--- config.mk ---
export PLATFORM = sky130hd
export DESIGN_NAME = crc16_ibm_ccitt_byte_stream
export DESIGN_NICKNAME = d
export VERILOG_FILES = /design/src/crc16_pkg.sv /design/src/crc16_regs.sv /design/src/crc16_core.sv /design/src/crc16_outq.sv /design/src/crc16_ibm_ccitt_byte_stream.sv
export VERILOG_INCLUDE_DIRS = /design/src /design/src/src
export SDC_FILE = /design/constraint.sdc
export NUM_CORES = 1
export LEC_CHECK = 0
export ABC_AREA = 0
export ABC_CLOCK_PERIOD_IN_PS = 6900
export BUFFER_PORTS_ARGS = -buffer_cell sky130_fd_sc_hd__buf_2
export CORE_ASPECT_RATIO = 0.75
export CORE_MARGIN = 2
export CORE_UTILIZATION = 50
export DETAILED_ROUTE_END_ITERATION = 7
export PLACE_DENSITY = 0.79
export SYNTH_ARGS = -nofsm -noshare
export SYNTH_HDL_FRONTEND = slang
export SYNTH_SLANG_ARGS = --single-unit
export TNS_END_PERCENT = 50
--- constraint.sdc ---
create_clock -name clk -period 6.9 [get_ports clk]
set_input_delay 0.345 -clock clk [delete_from_list [all_inputs] [get_ports clk]]
set_output_delay 0.345 -clock clk [all_outputs]
set_load 0.005 [all_outputs]
--- src/crc16_ibm_ccitt_byte_stream_assert.svh ---
// assertion macros used by the crc16 core
`ifndef CRC16_IBM_CCITT_BYTE_STREAM_ASSERT_SVH
`define CRC16_IBM_CCITT_BYTE_STREAM_ASSERT_SVH

// implication checked in the same cycle, off during reset
`define CRC16_ASSERT_SAME(name, ante, cons) \
  name: assert property (@(posedge clk) disable iff (rst) (ante) |-> (cons)) \
    else $error("crc16 assertion failed");

// implication checked in the next cycle, off during reset
`define CRC16_ASSERT_NEXT(name, ante, cons) \
  name: assert property (@(posedge clk) disable iff (rst) (ante) |=> (cons)) \
    else $error("crc16 assertion failed");

// implication checked in the next cycle, also across reset
`define CRC16_ASSERT_RESET(name, ante, cons) \
  name: assert property (@(posedge clk) (ante) |=> (cons)) \
    else $error("crc16 assertion failed");

`endif

--- src/crc16_pkg.sv ---
package crc16_pkg;

  localparam int unsigned CrcW = 16;
  localparam int unsigned ByteW = 8;
  localparam int unsigned CfgIdxW = 3;

  typedef logic [CrcW-1:0] crc_t;
  typedef logic [ByteW-1:0] data_t;
  typedef logic [CfgIdxW-1:0] cfg_idx_t;

  // register indexes
  localparam cfg_idx_t REG_KIND = 3'd0;
  localparam cfg_idx_t REG_IBM_POLY = 3'd1;
  localparam cfg_idx_t REG_IBM_SEED = 3'd2;
  localparam cfg_idx_t REG_CCITT_POLY = 3'd3;
  localparam cfg_idx_t REG_CCITT_SEED = 3'd4;

  // crc kinds
  localparam logic KIND_IBM = 1'b0;
  localparam logic KIND_CCITT = 1'b1;

  // reset values
  localparam logic RST_KIND = KIND_CCITT;
  localparam crc_t RST_IBM_POLY = 16'h8005;
  localparam crc_t RST_IBM_SEED = 16'hFFFF;
  localparam crc_t RST_CCITT_POLY = 16'h1021;
  localparam crc_t RST_CCITT_SEED = 16'h1D0F;

  // settings of the selected kind
  typedef struct packed {
    logic ccitt;
    crc_t poly;
    crc_t seed;
  } sel_t;

  // finished crc handed to the output queue
  typedef struct packed {
    logic push;
    crc_t crc;
  } res_t;

endpackage

--- src/crc16_regs.sv ---
module crc16_regs (
  input  logic                clk,
  input  logic                rst,
  input  logic                cfg_valid,
  output logic                cfg_ready,
  input  crc16_pkg::cfg_idx_t cfg_index,
  input  crc16_pkg::crc_t     cfg_data,
  output crc16_pkg::sel_t     sel
);

  logic            kind;
  crc16_pkg::crc_t ibm_poly;
  crc16_pkg::crc_t ibm_seed;
  crc16_pkg::crc_t ccitt_poly;
  crc16_pkg::crc_t ccitt_seed;

  assign cfg_ready = 1'b1;

  always_ff @(posedge clk) begin
    if (rst) begin
      kind       <= crc16_pkg::RST_KIND;
      ibm_poly   <= crc16_pkg::RST_IBM_POLY;
      ibm_seed   <= crc16_pkg::RST_IBM_SEED;
      ccitt_poly <= crc16_pkg::RST_CCITT_POLY;
      ccitt_seed <= crc16_pkg::RST_CCITT_SEED;
    end else if (cfg_valid && cfg_ready) begin
      unique case (cfg_index)
        crc16_pkg::REG_KIND:       kind       <= cfg_data[0];
        crc16_pkg::REG_IBM_POLY:   ibm_poly   <= cfg_data;
        crc16_pkg::REG_IBM_SEED:   ibm_seed   <= cfg_data;
        crc16_pkg::REG_CCITT_POLY: ccitt_poly <= cfg_data;
        crc16_pkg::REG_CCITT_SEED: ccitt_seed <= cfg_data;
        default: ;
      endcase
    end
  end

  always_comb begin
    sel.ccitt = (kind == crc16_pkg::KIND_CCITT);
    sel.poly  = sel.ccitt ? ccitt_poly : ibm_poly;
    sel.seed  = sel.ccitt ? ccitt_seed : ibm_seed;
  end

endmodule

--- src/crc16_core.sv ---
module crc16_core (
  input  logic             clk,
  input  logic             rst,
  input  logic             byte_valid,
  output logic             byte_stall,
  input  crc16_pkg::data_t data_byte,
  input  logic             first_byte,
  input  logic             last_byte,
  input  crc16_pkg::sel_t  sel,
  input  logic             q_full,
  output crc16_pkg::res_t  res
);

  `include "crc16_ibm_ccitt_byte_stream_assert.svh"

  logic             s1_valid;
  logic             s1_valid_next;
  crc16_pkg::data_t s1_byte;
  logic             s1_first;
  logic             s1_last;
  crc16_pkg::crc_t  running_crc;
  crc16_pkg::crc_t  folded;
  logic             advance;
  logic             accept;

  assign advance    = s1_valid && (!s1_last || !q_full);
  assign byte_stall = s1_valid && !advance;
  assign accept     = byte_valid && !byte_stall;

  always_comb begin
    s1_valid_next = s1_valid;
    if (accept) begin
      s1_valid_next = 1'b1;
    end else if (advance) begin
      s1_valid_next = 1'b0;
    end
  end

  always_ff @(posedge clk) begin
    if (rst) begin
      s1_valid <= 1'b0;
    end else begin
      s1_valid <= s1_valid_next;
    end
  end

  always_ff @(posedge clk) begin
    if (accept) begin
      s1_byte  <= data_byte;
      s1_first <= first_byte;
      s1_last  <= last_byte;
    end
  end

  // eight msb-first shift and xor steps
  always_comb begin
    crc16_pkg::crc_t  c;
    crc16_pkg::data_t d;
    c = s1_first ? sel.seed : running_crc;
    d = s1_byte;
    for (int k = 0; k < crc16_pkg::ByteW; k++) begin
      if (c[crc16_pkg::CrcW-1] ^ d[crc16_pkg::ByteW-1]) begin
        c = {c[crc16_pkg::CrcW-2:0], 1'b0} ^ sel.poly;
      end else begin
        c = {c[crc16_pkg::CrcW-2:0], 1'b0};
      end
      d = {d[crc16_pkg::ByteW-2:0], 1'b0};
    end
    folded = c;
  end

  always_ff @(posedge clk) begin
    if (rst) begin
      running_crc <= '0;
    end else if (advance) begin
      running_crc <= folded;
    end
  end

  assign res.push = advance && s1_last;
  assign res.crc  = sel.ccitt ? ~folded : folded;

  `CRC16_ASSERT_RESET(a_reset_empties_stage, rst, !s1_valid)
  `CRC16_ASSERT_NEXT(a_held_item_stable, byte_stall,
                     s1_valid && $stable(s1_byte) && $stable(s1_last))
  `CRC16_ASSERT_NEXT(a_crc_holds_when_idle, !advance, $stable(running_crc))
  `CRC16_ASSERT_SAME(a_no_push_when_full, q_full, !res.push)

endmodule

--- src/crc16_outq.sv ---
module crc16_outq (
  input  logic            clk,
  input  logic            rst,
  input  crc16_pkg::res_t res,
  output logic            q_full,
  output logic            crc_valid,
  input  logic            crc_stall,
  output crc16_pkg::crc_t crc_result
);

  crc16_pkg::crc_t mem [2];
  logic            wr_ptr;
  logic            rd_ptr;
  logic [1:0]      count;
  logic [1:0]      count_next;
  logic            pop;

  assign crc_valid  = (count != 2'd0);
  assign q_full     = (count == 2'd2);
  assign pop        = crc_valid && !crc_stall;
  assign crc_result = mem[rd_ptr];

  always_comb begin
    count_next = count;
    if (res.push && !pop) begin
      count_next = count + 2'd1;
    end else if (pop && !res.push) begin
      count_next = count - 2'd1;
    end
  end

  always_ff @(posedge clk) begin
    if (rst) begin
      wr_ptr <= 1'b0;
      rd_ptr <= 1'b0;
      count  <= 2'd0;
    end else begin
      count <= count_next;
      if (res.push) begin
        wr_ptr <= !wr_ptr;
      end
      if (pop) begin
        rd_ptr <= !rd_ptr;
      end
    end
  end

  always_ff @(posedge clk) begin
    if (res.push) begin
      mem[wr_ptr] <= res.crc;
    end
  end

endmodule

--- src/crc16_ibm_ccitt_byte_stream.sv ---
// a last byte goes through the s1 register, then the output queue, to crc_valid
// throughput: one byte per cycle from the single-pass fold, unless a last byte
// meets a full two-entry output queue, which lets bytes flow while a result waits
// synchronous reset clears the running crc to zero and restores register defaults
module crc16_ibm_ccitt_byte_stream (
  input  logic                clk,
  input  logic                rst,
  input  logic                byte_valid,
  output logic                byte_stall,
  input  crc16_pkg::data_t    data_byte,
  input  logic                first_byte,
  input  logic                last_byte,
  output logic                crc_valid,
  input  logic                crc_stall,
  output crc16_pkg::crc_t     crc_result,
  input  logic                cfg_valid,
  output logic                cfg_ready,
  input  crc16_pkg::cfg_idx_t cfg_index,
  input  crc16_pkg::crc_t     cfg_data
);

  crc16_pkg::sel_t sel;
  crc16_pkg::res_t res;
  logic            q_full;

  crc16_regs u_regs (
    .clk       (clk),
    .rst       (rst),
    .cfg_valid (cfg_valid),
    .cfg_ready (cfg_ready),
    .cfg_index (cfg_index),
    .cfg_data  (cfg_data),
    .sel       (sel)
  );

  crc16_core u_core (
    .clk        (clk),
    .rst        (rst),
    .byte_valid (byte_valid),
    .byte_stall (byte_stall),
    .data_byte  (data_byte),
    .first_byte (first_byte),
    .last_byte  (last_byte),
    .sel        (sel),
    .q_full     (q_full),
    .res        (res)
  );

  crc16_outq u_outq (
    .clk        (clk),
    .rst        (rst),
    .res        (res),
    .q_full     (q_full),
    .crc_valid  (crc_valid),
    .crc_stall  (crc_stall),
    .crc_result (crc_result)
  );

endmodule
Word-level counts from Yosys, hierarchy flattened --
Memories as Yosys holds them, arrays and structs flattened. A register that Yosys moved wholly into a read port is not among the register bits. Index checks and enable logic that the tools add are counted.
Storage, ports and cells: flip-flop bits (word level) 96, memory bits (writable) 32, output and inout port bits 19, word-level logic and storage cells 84, memories 1
Memory list:
- u_outq.mem | words 2, width 16, rd ports 1, clocked after Yosys merged registers in 1, wr ports 1, line crc16_outq.sv:11 | crc16_pkg::crc_t mem [2];
Operators by class: $add $sub $neg 2, eq/ne operators 5, mux-type cells 20, bitwise logic cells 17, reduce and logical (&&, ||, !) cells 26
Operators with widths (number):
- $mux 16 | 12
- $xor 16x16->16 | 8
- $not 16->16 | 1
- $reduce_and 2->1 | 5
- $logic_not 1->1 | 9
- $xor 1x1->1 | 8
- $logic_and 1x1->1 | 7
- $eq 3x2->1 const B | 2
- $mux 1 | 6
- $reduce_bool 2->1 | 3
- $mux 2 | 2
- $eq 3x1->1 const B | 1
- $eq 3x3->1 const B | 1
- $logic_not 3->1 | 1
- $add 2x1->2 const B | 1
- $eq 2x2->1 const B | 1
- $sub 2x1->2 const B | 1
- $logic_or 1x1->1 | 1

Longest topological paths before layout --
Gate-level depths: netlist (run 1).
depth after elaboration 20, gate-level depth with buffers 19, gate-level depth less buffers 14

Modules after synthesis --
A second synthesis (run 1) with hierarchy kept.
Second synthesis, totals: cells, all modules 874, area total of the unflattened synthesis 8754.6 um2
Modules (own cells, without submodules):
- crc16_core | instances 1, cells an instance 513, area an instance 4380.5 um2
- crc16_regs | instances 1, cells an instance 289, area an instance 3006.6 um2
- crc16_outq | instances 1, cells an instance 72, area an instance 1367.6 um2

Worst setup path before layout (run 1) --
No wires, ideal clock.
path type flip-flop to flip-flop, start point register u_regs.kind, end point memory u_outq.mem[0][6] in the netlist's numbering, data pin, arrival 4.342 ns, setup slack 2.287 ns, cell stages (with the launch flop) 16, path buffers 4, clock period less this slack 4.613 ns, cell sequence dfxtp_1 -> buf_6 -> mux2i_1 -> clkbuf_1 -> nand3_1 -> a32oi_2 -> xor2_2 -> buf_2 -> o22a_1 -> and2_1 -> mux2_2 -> a211oi_1 -> mux2i_1 -> buf_4 -> mux2_2 -> xnor3_1
RTL lines:
- start, declared | line crc16_regs.sv:11 | logic kind;
- start signal, assigned | line crc16_regs.sv:21 | kind <= crc16_pkg::RST_KIND;
- start signal, assigned | line crc16_regs.sv:28 | crc16_pkg::REG_KIND: kind <= cfg_data[0];
- end, declared | line crc16_outq.sv:11

==> results of run 1 <==
## power groups by stage
stage / clock network (mW) / logic [mW] / registers, mW
after floorplan: 0 / 0.991 / 0.920
after global placement: 0 / 1.18 / 0.951
after detailed placement: 0 / 1.20 / 0.953
after CTS: 0.936 / 1.21 / 0.937
after global routing: 0.976 / 1.33 / 0.943
final: 0.926 / 1.24 / 0.936
## cells in the mapped netlist, types with 8 or more instances
master and number:
a21oi_1 83, o21a_1 9, clkbuf_1 40, xor2_1 10
buf_2 11, nor3_1 21, o31a_1 10, xnor2_1 79
nand3_1 45, mux2i_1 57, o31ai_1 14, nor2_1 125
dfxtp_1 87, o21ai_0 19, xnor3_1 16, nor4_1 10
mux2_2 30, o211ai_1 8, edfxtp_1 42, nand2_1 134
## critical path: cells and delay by family (launching register included)
| family | cells | cell delay (ns) |
|---|---|---|
| DFF | 1 | 0.51 |
| AOI/OAI and AO/OA | 7 | 2.52 |
| and+or+nand+nor | 3 | 0.77 |
| buffers and inverters | 1 | 0.36 |
| xor gates and xnor gates | 2 | 1.21 |
| muxes | 1 | 0.34 |
## layout make-up
type	instances	area (sq um)	share of cell area [%]
inverter	7	26.3	0.272
clock buffer	21	503	5.21
multi-input combinational	780	5350	55.4
clock inverter	11	115	1.19
timing repair buffer	68	383	3.97
tap	215	269	2.79
sequential	129	3000	31.1
## through the flow
step | hold WS (ns) | worst slack (ns)
after floorplan | 0.432 | 2.29
after CTS | 0.0874 | 1.07
final | 0.0981 | 0.920
after global placement | 0.441 | 1.35
after detailed placement | 0.447 | 1.11
after global routing | 0.0799 | 0.480
## how the worst max path moves through the flow
stage / to / depth (start not counted)
6_report: u_outq.mem[1][12] / 14
5_1_grt: u_outq.mem[1][12] / 14
4_1_cts: u_outq.mem[0][13] / 14
3_5_place_dp: u_outq.mem[0][13] / 14
3_3_place_gp: u_outq.mem[0][13] / 14
2_1_floorplan: u_outq.mem[0][6] / 15
## cell families (layout without fill, tap and decap cells)
kind of cell	Yosys count	in the layout	share of synthesized area (%)
other	1	1	0.0431
buffers and inverters	76	107	4.27
flip-flops	129	129	34.5
AO/OA/AOI/OAI	198	198	16.6
XOR/XNOR	111	111	14.5
multiplexers	89	89	10.8
AND/OR/NAND/NOR	380	380	19.2
adder cells (fa/ha/maj)	1	1	0.144
## cells in the final DEF, fill, tap and decap left out, types with 3 or more instances in the layout
cell and n:
nand3_1 45, dfxtp_1 86, clkbuf_16 19, nand4_1 4, xor2_1 10, and2_1 5, and3_1 6, buf_2 51
o211a_1 3, o211ai_1 8, mux2_2 30, o21ai_0 19, a211o_1 5, nand2b_1 4, o31ai_1 14, nor4_1 10
a211oi_1 5, edfxtp_1 42, nand2_1 134, nor3_1 21, o21a_1 9, or2_2 3, inv_1 6, or4_1 6
xnor3_1 16, buf_4 17, xnor2_1 79, or3_1 6, o31a_1 10, a21oi_1 83, clkinvlp_4 3, nor2_2 4
a311oi_1 4, nor2_1 123, mux2i_1 57
## routing by layer
layer	part of all wire [%]	track usage [%]	wire length [um]	vias to the layer above
li1	-	-	-	3535
met1	45	34.1	10300	3494
met2	45	38.9	10300	298
met3	8.1	6.53	1850	41
met4	1.9	6.77	431	0
met5	0	0	0	-
## registers in the layout, indices dropped and copies added, names as in the netlist, named ones only
| name | cells |
|---|---|
| u_outq.mem | 32 |
| u_regs.kind | 1 |
| u_regs.ibm_poly | 16 |
| u_regs.ccitt_seed | 16 |
| u_outq.count | 2 |
| u_regs.ibm_seed | 16 |
| u_core.s1_first | 1 |
| u_core.s1_byte | 8 |
| u_core.s1_valid | 1 |
| u_core.running_crc | 16 |
| u_regs.ccitt_poly | 16 |
| u_outq.wr_ptr | 1 |
| u_core.s1_last | 1 |
| u_outq.rd_ptr | 1 |
==> impl_metrics.toml, run 1 <==
[floorplanning]
dieHeight_um = 118
rows = 41
die_area_sq_mm = 0.0185
die_w_um = 156
core-area_sq_mm = 0.0169
start_util_pct = 51.4
top_level_ports = 53

[yosys]
yosys-top-cells-area = "dfxtp_1 20%, edfxtp_1 14%, xnor2_1 7.9%, mux2i_1 6.6%, nand2_1 5.8%"
synth-edff-count = 42
synth_area_sq_mm = 0.00870
syn_avg_cell_area_sq_um = 8.84
syn_inst = 985
yosys.area.top_type = "dfxtp_1"
synth_cell_types = 84
synth_top_area_share_pct = 20.0
ys_ff_latch = 129
ys_async_sr_fraction_pct = 0
ys_seq_area_share_pct = 34.5
syn_nets = 1020
synth_ff_type = "dfxtp_1"
synth.yosys.warnings = 0

[clock_tree]
cts_resized = 0
path_clk_slew_ns = 0.06
cts_num_sinks = 129
cts_tree = "built"
clk_latency_ns = 0.42
clockBufferDepth = 2
htreeDepth = 4
clock-root-buffer = "clkbuf_16"
cts_setup_buffers = 0
cts_hold_buf = 0
numCtsBuffers = 17

[critical_path]
required_ns = 7.05
worst_setup_path_start_kind = "flop"
reg2reg_depth = 14
worstReg2RegEnd = "u_outq.mem[1][12]"
cp.arrival_ns = 6.13
r2r_start = "u_core.s1_first"
critPathKind = "reg -> reg"
slowest_delay_ns = 0.81
slowest_stage = "xnor2_1"
critPathMostFrequentCell = "nor2_1"
crit_path_start = "u_core.s1_first"
end_kind = "flop"
cp_cell_sequence = "buf_4 > nor2_1 > a211oi_4 > nor2_1 > o311ai_0 > a221oi_1 > xnor2_1 > o32ai_2 > o31ai_2 > nand4_2 > a211oi_2 > o21ai_0 > mux2i_1 > xnor3_1"
crit_path_max_fanout = 28
r2r_slack_ns = 0.92

[grt]
grt_max_degree = 48
antenna_found_initial = 0
track_usage_pct = 24.9
grt_pass1_wl_um = 36100
grt_overflow = 0
grt_pass1_vias = 6852

[timing]
period_minus_slack_ns = 5.98
drv_slew = 0
rsz0062_at_grt = "false"
setup_viol_count_final = 0
setup-tns-final_ns = 0
max_freq_mhz = 167
hold_viol_final = 0
finClkSkew_ns = 0.0134
tightest_slew_ns = 1.19
slew-limit-headroom_pct = 18.4
min_period_over_period_pct = 86.7

[power]
power_frac_seq_pct = 30.2
leakagePower_nw = 3.66
netSwitchingPower_mw = 1.12
internal_power_mw = 1.97
p_sw_share_pct = 36.3
peakVddDrop_uv = 213
finalPower_mw = 3.10
powerDensity_mw_per_mm2 = 321
p_clk_share_pct = 29.9
pwr-share-comb_pct = 39.9

[hold_path]
hp-start = "data_byte[7]"
whs_endpoint = "u_core.s1_byte[7]"
hp-class = "in -> reg"
min_path_cells = 1

[drt]
route.vias.total = 7368
drc = 0
drtPass1Iterations = 5
drt_iter0_drc = 848
postRouteAntennaNets = 0
viasPerCell = 5.99
wl_per_cell_um = 18.5
wirelength_um = 22800

[place]
postPlaceCellArea_sq_mm = 0.00903
dp.cells = 1199
hpwl_um = 15700
port_buffers = 51
place_congestion = 0.962

[flow_run]
max_cap_viol_count = 0

[finish]
diodes = 0
final_nets = 1038
final_util_pct = 57.0
final_area_sq_mm = 0.00965
nFillCells = 1470
syn_to_final_growth_pct = 10.8
drive_gt1_share_pct = 16.3
fin_cells = 1231

[outcome]
status = "completed"
(Power assumes the default switching activity.)
==> run 2, diff against run 1 <==
--- a/config.mk
+++ b/config.mk
@@ -9,11 +9,14 @@
 export ABC_AREA = 0
 export ABC_CLOCK_PERIOD_IN_PS = 6900
 export BUFFER_PORTS_ARGS = -buffer_cell sky130_fd_sc_hd__buf_2
+export CELL_PAD_IN_SITES_DETAIL_PLACEMENT = 0
+export CELL_PAD_IN_SITES_GLOBAL_PLACEMENT = 2
 export CORE_ASPECT_RATIO = 0.75
 export CORE_MARGIN = 2
-export CORE_UTILIZATION = 50
+export CORE_UTILIZATION = 42
+export CTS_CLUSTER_DIAMETER = 100
 export DETAILED_ROUTE_END_ITERATION = 7
-export PLACE_DENSITY = 0.79
+export PLACE_DENSITY = 0.95
 export SYNTH_ARGS = -nofsm -noshare
 export SYNTH_HDL_FRONTEND = slang
 export SYNTH_SLANG_ARGS = --single-unit
==> run 2 against run 1 <==
Compared with the run above: sequential power barely moved; utilization fell by 8.9 points; global-route usage fell by 2.9 points; via count fell by 1.6%; combinational power barely moved; maximum frequency rose by 0.65%; sequential share of layout area fell by 0.30 points; die area rose by 18%; first-iteration DRC count fell by 32%; final cell count rose by 4.1%; sequential cell count did not move.
==> impl_metrics.toml, run 2 (same netlist as run 1, synthesis figures left out) <==
[place]
place_congestion = 0.891
hpwl_um = 16500
port_buffers = 51
postPlaceCellArea_sq_mm = 0.00914

[drt]
postRouteAntennaNets = 0
wl_met3_um = 1070
top_layer_used = "met4"
drt_iter0_drc = 573
wirelength_um = 23200
route.vias.total = 7251
wl_per_cell_um = 18.1
viasPerCell = 5.66
m1WireLength_um = 11300
drtPass1Iterations = 5
drc = 0
wl_met2_um = 10300

[clock_tree]
numCtsBuffers = 17
cts_resized = 0
cts_hold_buf = 0
cts_setup_buffers = 0
cts_tree = "built"
path_clk_slew_ns = 0.07
htreeDepth = 4
clk_latency_ns = 0.43
cts_num_sinks = 129
clock-root-buffer = "clkbuf_16"
clockBufferDepth = 2

[grt]
track_usage_pct = 22.0
grt_pass1_vias = 6891
antenna_found_initial = 0
grt_overflow = 0
grt_pass1_wl_um = 37400
grt_max_degree = 48

[floorplanning]
die_w_um = 170
top_level_ports = 53
die_area_sq_mm = 0.0219
rows = 45
dieHeight_um = 129
start_util_pct = 42.9
core-area_sq_mm = 0.0203

[timing]
min_period_over_period_pct = 86.1
finClkSkew_ns = 0.0108
drv_slew = 0
hold_viol_final = 0
setup_viol_count_final = 0
slew-limit-headroom_pct = 26.7
tightest_slew_ns = 1.09
rsz0062_at_grt = "false"
period_minus_slack_ns = 5.94
max_freq_mhz = 168
setup-tns-final_ns = 0

[critical_path]
required_ns = 7.06
end_kind = "flop"
cp_cell_sequence = "mux2i_1 > a211oi_4 > nor2_1 > o311ai_0 > a221oi_1 > xnor2_1 > o32ai_2 > o31ai_2 > nand4_2 > a211oi_2 > o21ai_0 > mux2i_1 > xnor3_1"
worst_setup_path_start_kind = "flop"
worstReg2RegEnd = "u_outq.mem[0][14]"
reg2reg_depth = 13
slowest_stage = "xnor2_1"
crit_path_start = "u_regs.kind"
worstSetupEndpoint = "u_outq.mem[0][14]"
r2r_start = "u_regs.kind"
critPathMostFrequentCell = "mux2i_1"
crit_path_max_fanout = 19
r2r_slack_ns = 0.96
cp.arrival_ns = 6.11
slowest_delay_ns = 0.87
critPathKind = "reg -> reg"

[hold_path]
hp-class = "in -> reg"

[finish]
layout_commonest_cell = "nand2_1"
final_nets = 1046
most-common-layout-cells = "134 x nand2_1, 124 x nor2_1, 86 x dfxtp_1"
final_area_sq_mm = 0.00974
syn_to_final_growth_pct = 11.9
nFillCells = 1954
top_register = "u_outq.mem"
drive_gt1_share_pct = 17.0
largest_reg_flops = 32
diodes = 0

[power]
powerDensity_mw_per_mm2 = 316
leakagePower_nw = 3.69
finalPower_mw = 3.08
peakVddDrop_uv = 174

[outcome]
status = "completed"

[flow_run]
max_cap_viol_count = 0
==> run 2: changes by cell type in the layout (fill, tap and decap cells not counted), sizes merged <==
cell	before	now
buf	68	76
bufinv	1	0
clkbuf	21	20
clkinv	4	3
clkinvlp	3	1
inv	10	15
==> run 2: final cells by class <==
cell class                      count  area, sq um  area share (%)
Multi-Input combinational cell    780         5350            54.9
Sequential cell                   129         3000            30.8
Clock buffer                       20          489            5.02
Inverter                            7         26.3           0.270
Timing Repair Buffer               76          443            4.55
Clock inverter                     12          109            1.12
Tap cell                          258          323            3.31
==> run 2: through the flow <==
| stage | util (%) | hold WS [ns] | setup slack, ns | std cells |
|---|---|---|---|---|
| 3_3_place_gp | 45.1 | 0.441 | 1.20 | 1250 |
| 3_5_place_dp | 45.1 | 0.448 | 1.13 | 1250 |
| 5_1_grt | 48.1 | 0.0778 | 0.456 | 1282 |
| 4_1_cts | 48.1 | 0.0728 | 1.08 | 1282 |
| 2_1_floorplan | - | 0.432 | 2.29 | 985 |
| 6_report | 48.1 | 0.0824 | 0.958 | 1282 |
==> run 2: how the worst min path moves through the flow <==
stage / startpoint / slack [ns] / to / cells after the start
2_1_floorplan: u_core.running_crc[0] / 0.43 / u_core.running_crc[0] / 2
3_3_place_gp: u_regs.ccitt_seed[7] / 0.44 / u_regs.ccitt_seed[7] / 2
3_5_place_dp: u_regs.ccitt_poly[7] / 0.45 / u_regs.ccitt_poly[7] / 2
4_1_cts: data_byte[5] / 0.07 / u_core.s1_byte[5] / 1
5_1_grt: data_byte[5] / 0.08 / u_core.s1_byte[5] / 1
6_report: data_byte[5] / 0.08 / u_core.s1_byte[5] / 1
==> run 2: worst max-delay path: cells and delay by family, from the launching register on <==
| family | cells | cell delay [ns] |
|---|---|---|
| DFF | 1 | 0.67 |
| and+or+nand+nor | 2 | 0.66 |
| AOI/OAI and AO/OA | 7 | 2.48 |
| muxes | 2 | 0.59 |
| xor gates and xnor gates | 2 | 1.26 |
==> run 2: metal layers <==
layer / vias to the layer above / track usage, %
met1: 3479 / 30.7
met3: 32 / 3.69
met2: 179 / 34.9
li1: 3561 / -
met4: 0 / 7.14
met5: - / 0
==> run 2: power by group <==
group	switching, mW	internal [mW]
logic	0.707	0.525
clock network	0.391	0.527
registers	0.0487	0.884
total	1.15	1.94
